--- src/rtl/ckpb_pkg.sv ---
// ckpb_pkg: shared constants, register index codes and types for the
// color-keyed palette blitter. No dependencies.
`timescale 1ns / 1ps

package ckpb_pkg;

    // Address space and sprite size limits
    localparam int ADDR_BITS  = 20;
    localparam int MAX_DIM    = 1024;
    localparam int CNT_W      = $clog2(MAX_DIM);      // column/row counter width
    localparam int DIM_W      = 11;                   // width/height register width
    localparam int STRIDE_W   = 13;
    localparam int KEY_W      = 4;
    localparam int PIX_W      = 8;
    localparam int COLOR_W    = 8;
    localparam int PAL_W      = 64;
    localparam int CFG_DATA_W = 64;
    localparam int CFG_IDX_W  = 4;

    localparam logic [PIX_W-1:0] NIBBLE_MASK = 8'h0f;

    // Register indexes on the configuration port
    typedef enum logic [CFG_IDX_W-1:0] {
        REG_BASE_ADDRESS  = 4'd0,
        REG_LINE_STRIDE   = 4'd1,
        REG_SPRITE_WIDTH  = 4'd2,
        REG_SPRITE_HEIGHT = 4'd3,
        REG_COLOR_KEY     = 4'd4,
        REG_MIRROR        = 4'd5,
        REG_PALETTE_LOW   = 4'd6,
        REG_PALETTE_HIGH  = 4'd7
    } cfg_reg_t;

    // Configuration register file contents
    typedef struct packed {
        logic [ADDR_BITS-1:0] base_address;
        logic [STRIDE_W-1:0]  line_stride;
        logic [DIM_W-1:0]     sprite_width;
        logic [DIM_W-1:0]     sprite_height;
        logic [KEY_W-1:0]     color_key;
        logic                 mirror;
        logic [PAL_W-1:0]     palette_low;
        logic [PAL_W-1:0]     palette_high;
    } cfg_t;

    // Address generator result for the pixel being issued
    typedef struct packed {
        logic [ADDR_BITS-1:0] address;
        logic                 last;
        logic                 at_start;
    } addr_res_t;

    // Zero acts as one, oversize acts as MAX_DIM
    function automatic logic [DIM_W-1:0] clamp_dim(input logic [DIM_W-1:0] d);
        logic [DIM_W-1:0] r;
        begin
            if (d == '0)
                r = DIM_W'(1);
            else if (d > DIM_W'(MAX_DIM))
                r = DIM_W'(MAX_DIM);
            else
                r = d;
            return r;
        end
    endfunction

endpackage

--- src/rtl/ckpb_pix_if.sv ---
// ckpb_pix_if: source pixel index channel (valid/ready).
// Depends on ckpb_pkg.
`timescale 1ns / 1ps

interface ckpb_pix_if;
    logic                      valid;
    logic                      ready;
    logic [ckpb_pkg::PIX_W-1:0] pixel_index;

    modport source (output valid, output pixel_index, input ready);
    modport sink   (input valid, input pixel_index, output ready);
endinterface

--- src/rtl/ckpb_wr_if.sv ---
// ckpb_wr_if: framebuffer write channel (valid/ready).
// Depends on ckpb_pkg.
`timescale 1ns / 1ps

interface ckpb_wr_if;
    logic                          valid;
    logic                          ready;
    logic                          write_enable;
    logic [ckpb_pkg::ADDR_BITS-1:0] write_address;
    logic [ckpb_pkg::COLOR_W-1:0]   write_data;
    logic                          last_pixel;

    modport source (output valid, output write_enable, output write_address,
                    output write_data, output last_pixel, input ready);
    modport sink   (input valid, input write_enable, input write_address,
                    input write_data, input last_pixel, output ready);
endinterface

--- src/rtl/ckpb_cfg_regs.sv ---
// ckpb_cfg_regs: configuration register file behind the plain write port.
// Depends on ckpb_pkg.
`timescale 1ns / 1ps

module ckpb_cfg_regs (
    input  logic                                clk,
    input  logic                                rst_n,
    input  logic                                cfg_we,
    input  logic [ckpb_pkg::CFG_IDX_W-1:0]      cfg_index,
    input  logic [ckpb_pkg::CFG_DATA_W-1:0]     cfg_wdata,
    output ckpb_pkg::cfg_t                      cfg
);

    ckpb_pkg::cfg_t cfg_reg;
    ckpb_pkg::cfg_t cfg_next;

    // Decode the write; bits above a register's width are dropped
    always_comb
    begin
        cfg_next = cfg_reg;
        if (cfg_we)
        begin
            case (ckpb_pkg::cfg_reg_t'(cfg_index))
                ckpb_pkg::REG_BASE_ADDRESS:
                    cfg_next.base_address = cfg_wdata[ckpb_pkg::ADDR_BITS-1:0];
                ckpb_pkg::REG_LINE_STRIDE:
                    cfg_next.line_stride = cfg_wdata[ckpb_pkg::STRIDE_W-1:0];
                ckpb_pkg::REG_SPRITE_WIDTH:
                    cfg_next.sprite_width = cfg_wdata[ckpb_pkg::DIM_W-1:0];
                ckpb_pkg::REG_SPRITE_HEIGHT:
                    cfg_next.sprite_height = cfg_wdata[ckpb_pkg::DIM_W-1:0];
                ckpb_pkg::REG_COLOR_KEY:
                    cfg_next.color_key = cfg_wdata[ckpb_pkg::KEY_W-1:0];
                ckpb_pkg::REG_MIRROR:
                    cfg_next.mirror = cfg_wdata[0];
                ckpb_pkg::REG_PALETTE_LOW:
                    cfg_next.palette_low = cfg_wdata[ckpb_pkg::PAL_W-1:0];
                ckpb_pkg::REG_PALETTE_HIGH:
                    cfg_next.palette_high = cfg_wdata[ckpb_pkg::PAL_W-1:0];
                default:
                    cfg_next = cfg_reg;
            endcase
        end
    end

    always_ff @(posedge clk or negedge rst_n)
    begin
        if (!rst_n)
        begin
            cfg_reg.base_address  <= '0;
            cfg_reg.line_stride   <= ckpb_pkg::STRIDE_W'(320);
            cfg_reg.sprite_width  <= ckpb_pkg::DIM_W'(1);
            cfg_reg.sprite_height <= ckpb_pkg::DIM_W'(1);
            cfg_reg.color_key     <= '0;
            cfg_reg.mirror        <= 1'b0;
            cfg_reg.palette_low   <= '0;
            cfg_reg.palette_high  <= '0;
        end
        else
        begin
            cfg_reg <= cfg_next;
        end
    end

    assign cfg = cfg_reg;

endmodule

--- src/rtl/ckpb_addr_gen.sv ---
// ckpb_addr_gen: column/row counters and running row base that produce the
// framebuffer address and the last-pixel flag. Depends on ckpb_pkg.
`timescale 1ns / 1ps

module ckpb_addr_gen (
    input  logic                 clk,
    input  logic                 rst_n,
    input  ckpb_pkg::cfg_t       cfg,
    input  logic                 advance,
    output ckpb_pkg::addr_res_t  res
);

    logic [ckpb_pkg::CNT_W-1:0]     col_reg, col_next;
    logic [ckpb_pkg::CNT_W-1:0]     row_reg, row_next;
    logic [ckpb_pkg::ADDR_BITS-1:0] row_base_reg, row_base_next;

    logic [ckpb_pkg::DIM_W-1:0]     w;
    logic [ckpb_pkg::DIM_W-1:0]     h;
    logic                           at_start;
    logic [ckpb_pkg::ADDR_BITS-1:0] cur_base;
    logic [ckpb_pkg::ADDR_BITS-1:0] col_addr;
    logic                           row_end;
    logic                           sprite_end;

    // Effective dimensions and current row start
    always_comb
    begin
        w        = ckpb_pkg::clamp_dim(cfg.sprite_width);
        h        = ckpb_pkg::clamp_dim(cfg.sprite_height);
        at_start = (col_reg == '0) && (row_reg == '0);
        cur_base = at_start ? cfg.base_address : row_base_reg;
    end

    // Column offset, mirrored when requested (wraps modulo the address space)
    always_comb
    begin
        if (cfg.mirror)
            col_addr = ckpb_pkg::ADDR_BITS'(w) - ckpb_pkg::ADDR_BITS'(1)
                       - ckpb_pkg::ADDR_BITS'(col_reg);
        else
            col_addr = ckpb_pkg::ADDR_BITS'(col_reg);
    end

    // End of row / end of sprite; >= also covers a size shrunk mid-sprite
    always_comb
    begin
        row_end    = (ckpb_pkg::DIM_W'(col_reg) + ckpb_pkg::DIM_W'(1)) >= w;
        sprite_end = row_end &&
                     ((ckpb_pkg::DIM_W'(row_reg) + ckpb_pkg::DIM_W'(1)) >= h);
    end

    // Counter and row base update per issued pixel
    always_comb
    begin
        col_next      = col_reg;
        row_next      = row_reg;
        row_base_next = row_base_reg;
        if (advance)
        begin
            if (sprite_end)
            begin
                col_next      = '0;
                row_next      = '0;
                row_base_next = cfg.base_address;
            end
            else if (row_end)
            begin
                col_next      = '0;
                row_next      = row_reg + ckpb_pkg::CNT_W'(1);
                row_base_next = cur_base + ckpb_pkg::ADDR_BITS'(cfg.line_stride);
            end
            else
            begin
                col_next      = col_reg + ckpb_pkg::CNT_W'(1);
                row_base_next = cur_base;
            end
        end
    end

    always_ff @(posedge clk or negedge rst_n)
    begin
        if (!rst_n)
        begin
            col_reg      <= '0;
            row_reg      <= '0;
            row_base_reg <= '0;
        end
        else
        begin
            col_reg      <= col_next;
            row_reg      <= row_next;
            row_base_reg <= row_base_next;
        end
    end

    assign res.address  = cur_base + col_addr;
    assign res.last     = sprite_end;
    assign res.at_start = at_start;

endmodule

--- src/rtl/ckpb_color_map.sv ---
// ckpb_color_map: palette lookup and color-key test for one pixel index.
// Depends on ckpb_pkg.
`timescale 1ns / 1ps

module ckpb_color_map (
    input  ckpb_pkg::cfg_t               cfg,
    input  logic [ckpb_pkg::PIX_W-1:0]   pixel_index,
    output logic                         write_enable,
    output logic [ckpb_pkg::COLOR_W-1:0] write_data
);

    logic [2*ckpb_pkg::PAL_W-1:0] palette;
    logic [ckpb_pkg::KEY_W-1:0]   nibble;

    // 16 bytes, entry 0 in the lowest byte
    always_comb
    begin
        palette = {cfg.palette_high, cfg.palette_low};
        nibble  = ckpb_pkg::KEY_W'(pixel_index & ckpb_pkg::NIBBLE_MASK);
    end

    assign write_data   = palette[nibble * ckpb_pkg::COLOR_W +: ckpb_pkg::COLOR_W];
    // Key compares against the full index, so only indexes 0..15 can match
    assign write_enable = (pixel_index != ckpb_pkg::PIX_W'(cfg.color_key));

endmodule

--- src/rtl/color_keyed_palette_blit.sv ---
// color_keyed_palette_blit: sprite blitter top level.
// An accepted pixel beat passes the input register, then the result register, to its write beat on fb_write.
// Throughput: one pixel per clock while fb_write is ready, set by the input register -> result register path.
// A stalled output holds its beat while one more pixel waits in the input register.
// Reset (rst_n, async, active low) clears counters, valid bits and config registers to
// their reset values (data registers are not); the block accepts pixels right after reset.
`timescale 1ns / 1ps

module color_keyed_palette_blit (
    input  logic                            clk,
    input  logic                            rst_n,
    input  logic                            cfg_we,
    input  logic [ckpb_pkg::CFG_IDX_W-1:0]  cfg_index,
    input  logic [ckpb_pkg::CFG_DATA_W-1:0] cfg_wdata,
    ckpb_pix_if.sink                        pixel_in,
    ckpb_wr_if.source                       fb_write
);

    ckpb_pkg::cfg_t      cfg;
    ckpb_pkg::addr_res_t addr_res;

    // Input stage
    logic                         in_valid_reg, in_valid_next;
    logic [ckpb_pkg::PIX_W-1:0]   pixel_reg, pixel_next;

    // Result stage
    logic                           out_valid_reg, out_valid_next;
    logic                           we_reg, we_next;
    logic [ckpb_pkg::ADDR_BITS-1:0] addr_reg, addr_next;
    logic [ckpb_pkg::COLOR_W-1:0]   data_reg, data_next;
    logic                           last_reg, last_next;

    logic                         res_take;
    logic                         res_load;
    logic                         in_accept;
    logic                         map_we;
    logic [ckpb_pkg::COLOR_W-1:0] map_data;

    ckpb_cfg_regs u_cfg_regs (
        .clk       (clk),
        .rst_n     (rst_n),
        .cfg_we    (cfg_we),
        .cfg_index (cfg_index),
        .cfg_wdata (cfg_wdata),
        .cfg       (cfg)
    );

    ckpb_addr_gen u_addr_gen (
        .clk     (clk),
        .rst_n   (rst_n),
        .cfg     (cfg),
        .advance (res_load),
        .res     (addr_res)
    );

    ckpb_color_map u_color_map (
        .cfg          (cfg),
        .pixel_index  (pixel_reg),
        .write_enable (map_we),
        .write_data   (map_data)
    );

    // Pipeline handshake: result stage frees when empty or its beat is taken
    assign res_take       = !out_valid_reg || fb_write.ready;
    assign res_load       = in_valid_reg && res_take;
    assign pixel_in.ready = !in_valid_reg || res_take;
    assign in_accept      = pixel_in.valid && pixel_in.ready;

    // Input register
    always_comb
    begin
        in_valid_next = in_valid_reg;
        pixel_next    = pixel_reg;
        if (in_accept)
        begin
            in_valid_next = 1'b1;
            pixel_next    = pixel_in.pixel_index;
        end
        else if (res_load)
        begin
            in_valid_next = 1'b0;
        end
    end

    // Result register
    always_comb
    begin
        out_valid_next = out_valid_reg;
        we_next        = we_reg;
        addr_next      = addr_reg;
        data_next      = data_reg;
        last_next      = last_reg;
        if (res_load)
        begin
            out_valid_next = 1'b1;
            we_next        = map_we;
            addr_next      = addr_res.address;
            data_next      = map_data;
            last_next      = addr_res.last;
        end
        else if (fb_write.ready)
        begin
            out_valid_next = 1'b0;
        end
    end

    always_ff @(posedge clk or negedge rst_n)
    begin
        if (!rst_n)
        begin
            in_valid_reg  <= 1'b0;
            out_valid_reg <= 1'b0;
        end
        else
        begin
            in_valid_reg  <= in_valid_next;
            out_valid_reg <= out_valid_next;
        end
    end

    always_ff @(posedge clk)
    begin
        pixel_reg <= pixel_next;
        we_reg    <= we_next;
        addr_reg  <= addr_next;
        data_reg  <= data_next;
        last_reg  <= last_next;
    end

    assign fb_write.valid         = out_valid_reg;
    assign fb_write.write_enable  = we_reg;
    assign fb_write.write_address = addr_reg;
    assign fb_write.write_data    = data_reg;
    assign fb_write.last_pixel    = last_reg;

    // A pixel moving into the result stage always shows up as a valid beat
    assert property (@(posedge clk) disable iff (!rst_n)
        res_load |=> out_valid_reg)
        else $error("result stage lost a pixel");

    // After the last pixel the counters are back at the sprite start
    assert property (@(posedge clk) disable iff (!rst_n)
        (res_load && addr_res.last) |=> addr_res.at_start)
        else $error("counters not rewound after last pixel");

    // A keyed pixel is issued with its write suppressed
    assert property (@(posedge clk) disable iff (!rst_n)
        (res_load && (pixel_reg == ckpb_pkg::PIX_W'(cfg.color_key))) |=> !we_reg)
        else $error("color-keyed pixel issued as a write");

endmodule
--- src/flat_wrapper.sv ---
// flat-port wrapper written by rule: the top's interface ports become plain ports
module color_keyed_palette_blit_flat 
  (clk, rst_n, cfg_we, cfg_index, cfg_wdata, pixel_in_valid, pixel_in_pixel_index, pixel_in_ready, fb_write_valid, fb_write_write_enable, fb_write_write_address, fb_write_write_data, fb_write_last_pixel, fb_write_ready);
  ckpb_pix_if pixel_in_i ();
  ckpb_wr_if fb_write_i ();
  input  logic clk;
  input  logic rst_n;
  input  logic cfg_we;
  input  logic [ckpb_pkg::CFG_IDX_W-1:0] cfg_index;
  input  logic [ckpb_pkg::CFG_DATA_W-1:0] cfg_wdata;
  input wire logic [$bits(pixel_in_i.valid)-1:0] pixel_in_valid;
  input wire logic [$bits(pixel_in_i.pixel_index)-1:0] pixel_in_pixel_index;
  output wire logic [$bits(pixel_in_i.ready)-1:0] pixel_in_ready;
  output wire logic [$bits(fb_write_i.valid)-1:0] fb_write_valid;
  output wire logic [$bits(fb_write_i.write_enable)-1:0] fb_write_write_enable;
  output wire logic [$bits(fb_write_i.write_address)-1:0] fb_write_write_address;
  output wire logic [$bits(fb_write_i.write_data)-1:0] fb_write_write_data;
  output wire logic [$bits(fb_write_i.last_pixel)-1:0] fb_write_last_pixel;
  input wire logic [$bits(fb_write_i.ready)-1:0] fb_write_ready;
  assign pixel_in_i.valid = pixel_in_valid;
  assign pixel_in_i.pixel_index = pixel_in_pixel_index;
  assign pixel_in_ready = pixel_in_i.ready;
  assign fb_write_valid = fb_write_i.valid;
  assign fb_write_write_enable = fb_write_i.write_enable;
  assign fb_write_write_address = fb_write_i.write_address;
  assign fb_write_write_data = fb_write_i.write_data;
  assign fb_write_last_pixel = fb_write_i.last_pixel;
  assign fb_write_i.ready = fb_write_ready;
  color_keyed_palette_blit u_core (.clk(clk), .rst_n(rst_n), .cfg_we(cfg_we), .cfg_index(cfg_index), .cfg_wdata(cfg_wdata), .pixel_in(pixel_in_i), .fb_write(fb_write_i));
endmodule
--- config.mk ---
export PLATFORM = sky130hd
export DESIGN_NAME = color_keyed_palette_blit_flat
export DESIGN_NICKNAME = d
export VERILOG_FILES = /design/src/rtl/ckpb_pkg.sv /design/src/rtl/ckpb_pix_if.sv /design/src/rtl/ckpb_wr_if.sv /design/src/rtl/ckpb_cfg_regs.sv /design/src/rtl/ckpb_addr_gen.sv /design/src/rtl/ckpb_color_map.sv /design/src/rtl/color_keyed_palette_blit.sv /design/src/flat_wrapper.sv
export SDC_FILE = /design/constraint.sdc
export NUM_CORES = 1
export LEC_CHECK = 0
export BUFFER_PORTS_ARGS = -buffer_cell sky130_fd_sc_hd__buf_2
export CORE_ASPECT_RATIO = 0.9
export CORE_MARGIN = 2
export CORE_UTILIZATION = 37
export DETAILED_ROUTE_END_ITERATION = 10
export GPL_TIMING_DRIVEN = 0
export SYNTH_ARGS = -nofsm -noshare
export SYNTH_HDL_FRONTEND = slang
export SYNTH_HIERARCHICAL = 1
export SYNTH_SLANG_ARGS = --single-unit
--- constraint.sdc ---
create_clock -name clk -period 7.7 [get_ports clk]
set_input_delay 0 -clock clk [delete_from_list [all_inputs] [get_ports clk]]
set_output_delay 0 -clock clk [all_outputs]
set_load 0.01 [all_outputs]
* After elaboration in Yosys (flattened, before gate mapping)
Cells that the tools add are included.
Word-level totals: bits in registers 268, output and inout bits 32, logic and storage cells 80
Operators by class: add/subtract/negate cells 8, order comparisons 4, eq/ne operators 8, shifts and indexed selects 1, muxes and demuxes 16, reductions and logical operators 25
Operator list (count):
- $shiftx A128 B8 Y8 | 1
- $mux W20 | 4
- $mux W11 | 4
- $mux W10 | 4
- $add A10 B1 Y11 const B | 2
- $ge A11 B11 Y1 | 2
- $gt A11 B11 Y1 const B | 2
- $logic_not A11 Y1 | 2
- $add A10 B1 Y10 const B | 2
- $add A20 B13 Y20 | 1
- $add A20 B20 Y20 | 1
- $logic_not A10 Y1 | 2
- $reduce_and A2 Y1 | 9
- $eq A4 B3 Y1 const B | 4
- $sub A12 B11 Y13 | 1
- $sub A11 B1 Y12 const B | 1
- $eq A4 B2 Y1 const B | 2
- $ne A8 B4 Y1 | 1
- $reduce_bool A2 Y1 | 3
- $eq A4 B1 Y1 const B | 1
- $logic_and A1 B1 Y1 | 4
- $logic_not A4 Y1 | 1
- $mux W1 | 4
- $logic_not A1 Y1 | 2
- $logic_or A1 B1 Y1 | 2

* Longest topological paths before layout
Gate-level depths: netlist of run 1.
depth in word-level cells 7, depth in mapped cells 29, gate-level depth less buffers 29

* Cells and area by module
Netlist of run 1, hierarchy kept.
Modules (own cells, without submodules):
- ckpb_cfg_regs | instances 1, cells an instance 406, area an instance 7168.1 um^2, seq. area each 4709.5 um^2
- ckpb_addr_gen | instances 1, cells an instance 774, area an instance 5684.2 um^2, seq. area each 1001.0 um^2
- color_keyed_palette_blit | instances 1, cells an instance 46, area an instance 1244.9 um^2, seq. area each 1191.1 um^2
- ckpb_color_map | instances 1, cells an instance 78, area an instance 1089.8 um^2, seq. area each 0.0 um^2

* Worst setup path after synthesis of run 1
OpenSTA, ideal clock, no wires.
kind register to register, start point register u_core.u_cfg_regs.cfg_reg, in the netlist u_core/u_cfg_regs/cfg[146], end point register u_core.addr_reg, in the netlist u_core/fb_write.write_address[18], data pin, library setup time 265 ps, arrival 5325 ps, slack 2110 ps, cell stages (with the launch flop) 24, buffers on the path 0, clock period less this slack 5590 ps, cells stage by stage dfrtp_1 nor2_1 nand2_1 or3_1 or3_1 nor2_1 nor2_1 nor2_1 inv_1 ha_1 o21ai_0 xor2_1 ha_1 or4_1 o311ai_0 o211ai_1 nor2_1 ha_1 a21o_1 a21oi_1 or4b_2 a31oi_1 o21ai_0 xor2_1
RTL lines:
- start: declaration | line ckpb_cfg_regs.sv:14 | ckpb_pkg::cfg_t cfg_reg;
- start signal: assignment | line ckpb_cfg_regs.sv:61 | cfg_reg <= cfg_next;
- end signal: assignment | line color_keyed_palette_blit.sv:125 | addr_reg <= addr_next;
- end: declaration | line color_keyed_palette_blit.sv:29 | logic [ckpb_pkg::ADDR_BITS-1:0] addr_reg, addr_next;

==> summary.md, run 1 <==
| Metric | Value |
|---|---|
| Final hold slack | a little over 0.08 ns |
| # clock sinks | 268 |
| DRT Pass-1 Iters | 5 |
| Worst Skew | 0.0191 ns |
| Rows | 70 |
| Global-route wire length before repair | between 60000 and 70000 microns |
| Synth Instances | between 1000 and 1500 |
| Final Hold Vio Count | 0 |
| Largest net degree at the start of global routing | around 120 |
| Post-cts sizing count | 0 |
| Tot Pwr | 6.37 mW |
| P&R area growth vs syn | 20.8% |
| Number of global-route vias before repair | 11277 |
| Max-cap check violation count | 0 |
| Fin area | around 0.018 sq mm |
| GRT Total Usage | about a fifth |
| Most used cell, CP | nor2_1 |
| Drt drc | 0 |
| Minimum clock period | 6.56 ns |
| CTS tree | done |
| Post-Route Setup TNS | 0 ns |
| Syn Area/Cell | 11.6 sq um |
| Gpl congestion | roughly 0.85 |
| CP max FO | 8 |
| Number of clock buffers inserted by TritonCTS | 31 |
| CTS H-tree lvls | 1 |
| Starting Density | 37.4% |
| Area post-placement | 0.0165 sq mm |
| Worst EP arrival | 6.89 ns |
| Layout Cells excl Fill | 2097 |
| Slowest stage delay, CP | 0.62 ns |
| Die area | 0.0427 sq mm |
| WS Path Type | register to register |
| Worst EP required | 8.03 ns |
| Synth Net Count | roughly 1500 |
| Initial antenna violation count | 3 |
| Crit end category | register |
| 1st-iter DRT viols | 764 |
| Die Wd | roughly 220 microns |
| Status | completed |
| Pleak | slightly above 8 nW |
| Largest vdd supply drop | 0.000158 V |
| Via-to-Cell Ratio | roughly 5.3 |
| Global route overflow | 0 |
| # IOs | 113 |
| Post-layout net count | 1683 |
| Share of cells above drive strength 1 | a little over a quarter |
| Hold/Removal Path Class | input port to async pin |
| Crit start category | register |
| Die height | 196 microns |
| Slew margin rel. | 37.4% |
| Final setup fails | 0 |
| Final-report max-slew violation count | 0 |
| Fmax | 152 MHz |
| Routed Antenna Nets | 0 |
| Mapped cell area | between 0.015 and 0.02 sq mm |
| Yosys warns | 6 |
| Slew @ Worst Pin | 0.939 ns |
| CTS root buf | clkbuf_16 |
| Clk pin slew, worst setup/hold paths | 0.07 ns |
| RSZ-0062 raised after global routing | no |
| Clock insertion delay at the later pin of the skew report | approximately 0.58 ns |
| Total Wirelength | 40600 microns |
| Port-buffer cells | 112 |
| Slowest cell on crit path | nor2_1 |
| Post-DR wirelength/cell | just under 20 microns |
| Placed insts | 1956 |
| Vias | 11211 |
| DP HPWL | 29500 microns |
| Clk buf depth | 3 |
| P per Cell Area | 347 mW/mm^2 |
| Final period util | 85.2% |
| Core ar. | 0.0406 sq mm |
| Largest register FFs | approximately 190 |
-- path summary, 6_finish.rpt --
check / startpoint / to / slack, ns / depth (start not counted)
max in group asynchronous: rst_n / u_core/u_cfg_regs/cfg[59] / 6.48 / 3
worst max register to register: u_core/u_cfg_regs/cfg[145] / u_core/fb_write.write_address[19] / 1.14 / 26
worst min-delay path: rst_n / u_core/u_cfg_regs/cfg[146] / 0.08 / 2
min in group clk: pixel_in_pixel_index[3] / u_core/pixel_reg[3] / 0.14 / 2
worst max-delay path: u_core/u_cfg_regs/cfg[145] / u_core/fb_write.write_address[19] / 1.14 / 26
worst min register to register: u_core/u_addr_gen/row_base_reg[12] / u_core/u_addr_gen/row_base_reg[12] / 0.48 / 1
-- layout by cell type, fill, tap and decap left out, types with 9 or more instances in the layout --
| master | n |
|---|---|
| dfrtp_1 | 226 |
| mux2_2 | 180 |
| nand2_1 | 139 |
| buf_2 | 117 |
| dlygate4sd3_1 | 82 |
| o21ai_0 | 70 |
| ha_1 | 68 |
| nor2_1 | 58 |
| a21oi_1 | 52 |
| edfxtp_1 | 38 |
| inv_1 | 37 |
| xnor2_1 | 33 |
| nand3_1 | 33 |
| clkbuf_16 | 31 |
| clkbuf_1 | 28 |
| xor2_1 | 22 |
| a21o_1 | 20 |
| a22oi_1 | 19 |
| mux4_2 | 17 |
| mux2i_1 | 16 |
| mux4_1 | 15 |
| nor3_1 | 14 |
| nand2b_1 | 12 |
| a211oi_1 | 12 |
| mux2_1 | 12 |
| and3_1 | 11 |
| buf_6 | 11 |
| clkbuf_8 | 10 |
| or3_1 | 10 |
| a31oi_1 | 9 |
-- layer usage --
layer	wire length (microns)	up-vias	track usage [%]
met5	0	-	0
met4	926	0	5.40
met3	1940	69	2.31
met2	18600	301	29.9
met1	19100	5593	27.0
li1	-	5248	-
-- stage by stage --
stage / utilization, % / setup slack (ns)
2_1_floorplan: - / 2.11
3_3_place_gp: 40.5 / 1.31
3_5_place_dp: 40.6 / 1.21
4_1_cts: 45.2 / 1.17
5_1_grt: 45.2 / 0.601
6_report: 45.2 / 1.14
-- final cells by class --
cell class              instances  area, sq um
clock buffers                  45          928
plain buffers                  58          433
well taps                     540          676
diodes                          1         2.50
multi-input cells             939         7700
flip-flops and latches        268         6900
repair buffers                195         1420
clock inverters                13          138
fillers                      3748        22200
inverters                      38          143
-- power by group --
group	leakage [nW]	switching, mW	total, mW	internal, mW
Combinational	4.42	1.54	2.75	1.21
Clock	0.533	0.604	1.51	0.904
Sequential	3.20	0.242	2.11	1.87
-- worst max-delay path, delay by kind of cell (launching register included) --
family | cells | cell delay, ns
adder cells (fa/ha/maj) | 3 | 0.90
XOR/XNOR | 2 | 0.31
AO/OA/AOI/OAI | 10 | 2.17
buffers and inverters | 1 | 0.06
AND/OR/NAND/NOR | 10 | 2.46
flip-flops | 1 | 0.41
-- repair_timing --
action | CTS | global route
setup endpoints to repair | 0 | 0
setup buffers | 0 | 0
endpoints found under the hold margin | 314 | 0
hold buffers | 82 | 0
No activity file was read; power rests on OpenSTA's default activity.
==> inputs of run 2 (changes only) <==
--- a/config.mk
+++ b/config.mk
@@ -6,11 +6,15 @@
 export NUM_CORES = 1
 export LEC_CHECK = 0
 export BUFFER_PORTS_ARGS = -buffer_cell sky130_fd_sc_hd__buf_2
+export CELL_PAD_IN_SITES_DETAIL_PLACEMENT = 0
+export CELL_PAD_IN_SITES_GLOBAL_PLACEMENT = 2
 export CORE_ASPECT_RATIO = 0.9
 export CORE_MARGIN = 2
 export CORE_UTILIZATION = 37
+export CTS_CLUSTER_DIAMETER = 80
 export DETAILED_ROUTE_END_ITERATION = 10
 export GPL_TIMING_DRIVEN = 0
+export PLACE_DENSITY = 0.81
 export SYNTH_ARGS = -nofsm -noshare
 export SYNTH_HDL_FRONTEND = slang
 export SYNTH_HIERARCHICAL = 1
==> summary.md, run 2 (synthesis gave the netlist of run 1 again) <==
| Metric | Value |
|---|---|
| DRT Pass-1 Iters | 5 |
| Area post-placement | approximately 0.017 sq mm |
| Final period util | 85.9% |
| CP Depth | 26 |
| Drt drc | 0 |
| Final-report max-slew violation count | 0 |
| Share of cells above drive strength 1 | 27.2% |
| Slew @ Worst Pin | 0.856 ns |
| # IOs | 113 |
| Crit Reg-Reg Endpoint | u_core/fb_write.write_address[19] |
| DP HPWL | 30500 microns |
| Clk buf depth | 3 |
| Routed Antenna Nets | 0 |
| Most frequent cells in the layout | 226 x dfrtp_1, 180 x mux2_2, 139 x nand2_1 |
| FF-to-FF Start | u_core/u_cfg_regs/cfg[145] |
| CTS tree | done |
| Total Wirelength | 42200 microns |
| RSZ-0062 raised after global routing | no |
| Largest vdd supply drop | 0.000185 V |
| Hold-critical path depth | 2 |
| Max-cap check violation count | 0 |
| Clock insertion delay at the later pin of the skew report | 0.59 ns |
| P&R area growth vs syn | 21.7% |
| Grt met2 use | 31.3% |
| Final Hold Vio Count | 0 |
| Port-buffer cells | 112 |
| Final hold slack | roughly 0.15 ns |
| FF-to-FF path depth | 26 |
| Via-to-Cell Ratio | 5.29 |
| Global route overflow | 0 |
| Number of global-route vias before repair | 11325 |
| Commonest non-fill, non-tap cell in the layout | dfrtp_1 |
| WS Path Type | register to register |
| Final setup fails | 0 |
| Vias | about 11000 |
| Starting Density | 37.4% |
| CTS root buf | clkbuf_16 |
| Number of clock buffers inserted by TritonCTS | 31 |
| Final core occ | a little under half |
| Global-route wire length before repair | 65100 microns |
| Core ar. | 0.0406 sq mm |
| Die height | 196 microns |
| Most used cell, CP | nor2_1 |
| Pleak | 8.20 nW |
| Crit start category | register |
| Worst Skew | 0.0293 ns |
| Rows | 70 |
| 1st-iter DRT viols | 613 |
| Largest net degree at the start of global routing | 100 |
| # diodes | 0 |
| Hold/Removal Path Class | input port to register |
| P per Cell Area | 350 mW/mm^2 |
| Worst setup path startpoint | u_core/u_cfg_regs/cfg[145] |
| Met1 Track Usage GR | 28.6% |
| Gr busiest metal | met2 |
| Minimum clock period | 6.61 ns |
| Largest register FFs | 188 |
| Worst EP arrival | 6.96 ns |
| Initial antenna violation count | 1 |
| Slowest stage delay, CP | 0.66 ns |
| Post-CTS Hold Fix Bufs | 85 |
| Crit end category | register |
| Post-cts sizing count | 0 |
| Die area | around 0.043 sq mm |
| Met3 Use GR | roughly 3.1% |
| Worst EP required | about 8.0 ns |
| Fmax | about 150 MHz |
| CTS H-tree lvls | 1 |
| Post-layout net count | 1688 |
| Post-Route Setup TNS | 0 ns |
| CP max FO | 8 |
| Crit path buffers/inverters | 1 |
| Top Family by Delay on Critical Path | simple AND/OR/NAND/NOR gates |
| Clk pin slew, worst setup/hold paths | ~0.060 ns |
| GRT Total Usage | 19.8% |
| Post CTS Setup Buffer Count | 0 |
| Slowest cell on crit path | nor2_1 |
| End of the critical path | u_core/fb_write.write_address[19] |
| Post-DR wirelength/cell | 20.1 microns |
| # clock sinks | 268 |
| Status | completed |
| Slew margin rel. | 42.9% |
| Worst reg2reg setup slack | 1.09 ns |
| Gpl congestion | 0.831 |
| Fin area | about 0.018 sq mm |
| Die Wd | 218 microns |
-- run 2: cell count changes in the layout (fill, tap and decap cells not counted), sizes merged --
cell	before	now
clkinv	9	7
buf	144	147
diode	1	0
bufinv	2	3
dlygate4sd3	82	84
clkinvlp	1	2
-- run 2: metrics by stage --
step | total power [mW] | cells | setup slack, ns
floorplan | 4.08 | 1303 | 2.11
global route | 6.91 | 2101 | 0.500
detailed placement | 4.87 | 1958 | 1.11
global placement | 4.82 | 1955 | 1.12
CTS | 6.51 | 2101 | 1.10
finish | 6.46 | 2101 | 1.09
-- run 2: worst reg2reg max path: stages, from the launching register on --
cell and delay, ns:
dfrtp_1 0.39, nor2_1 0.17, nand2_1 0.10, or3_1 0.32, or3_1 0.33, nor2_1 0.18, nor2_1 0.10, nor2_1 0.19
inv_1 0.07, ha_1 0.21, nand3_1 0.09, xor2_1 0.22, ha_1 0.30, o21ai_0 0.09, a21oi_1 0.10, or4_1 0.40
o311ai_0 0.14, o211ai_1 0.21, nor2_1 0.66, ha_1 0.41, a21o_1 0.20, a21oi_1 0.31, o21ai_0 0.18, a2111oi_0 0.60
o21bai_1 0.15, a21oi_1 0.19, xnor2_1 0.10
-- run 2: how the worst min path moves through the flow --
stage	start	to	slack [ns]
floorplan	rst_n	u_core/fb_write.valid	-0.30
finish	pixel_in_pixel_index[1]	u_core/pixel_reg[1]	0.15
detailed placement	rst_n	u_core/u_cfg_regs/cfg[118]	-0.01
global route	pixel_in_pixel_index[5]	u_core/pixel_reg[5]	0.13
global placement	pixel_in_pixel_index[3]	u_core/pixel_reg[3]	0.18
CTS	pixel_in_pixel_index[7]	u_core/pixel_reg[7]	0.11
-- run 2: layer usage --
metal / share of wire [%] / routed length (microns)
met4: 1.7 / 726
met1: 48 / 20300
met2: 46 / 19200
met3: 4.4 / 1860
met5: 0 / 0
-- run 2: final cells by class --
type / count / area (sq um)
fill: 3768 / 22100
timing repair buffer: 200 / 1510
multi-input combinational: 939 / 7700
tap: 540 / 676
clock buffer: 45 / 941
inverter: 38 / 143
buffer: 58 / 433
sequential: 268 / 6900
clock inverter: 13 / 161
-- run 2: report_power, final --
group          internal, mW  leakage (nW)  switching, mW
Combinational          1.22          4.46           1.56
Sequential             1.87          3.20          0.240
Clock                 0.950         0.543          0.621
Total                  4.04          8.20           2.42
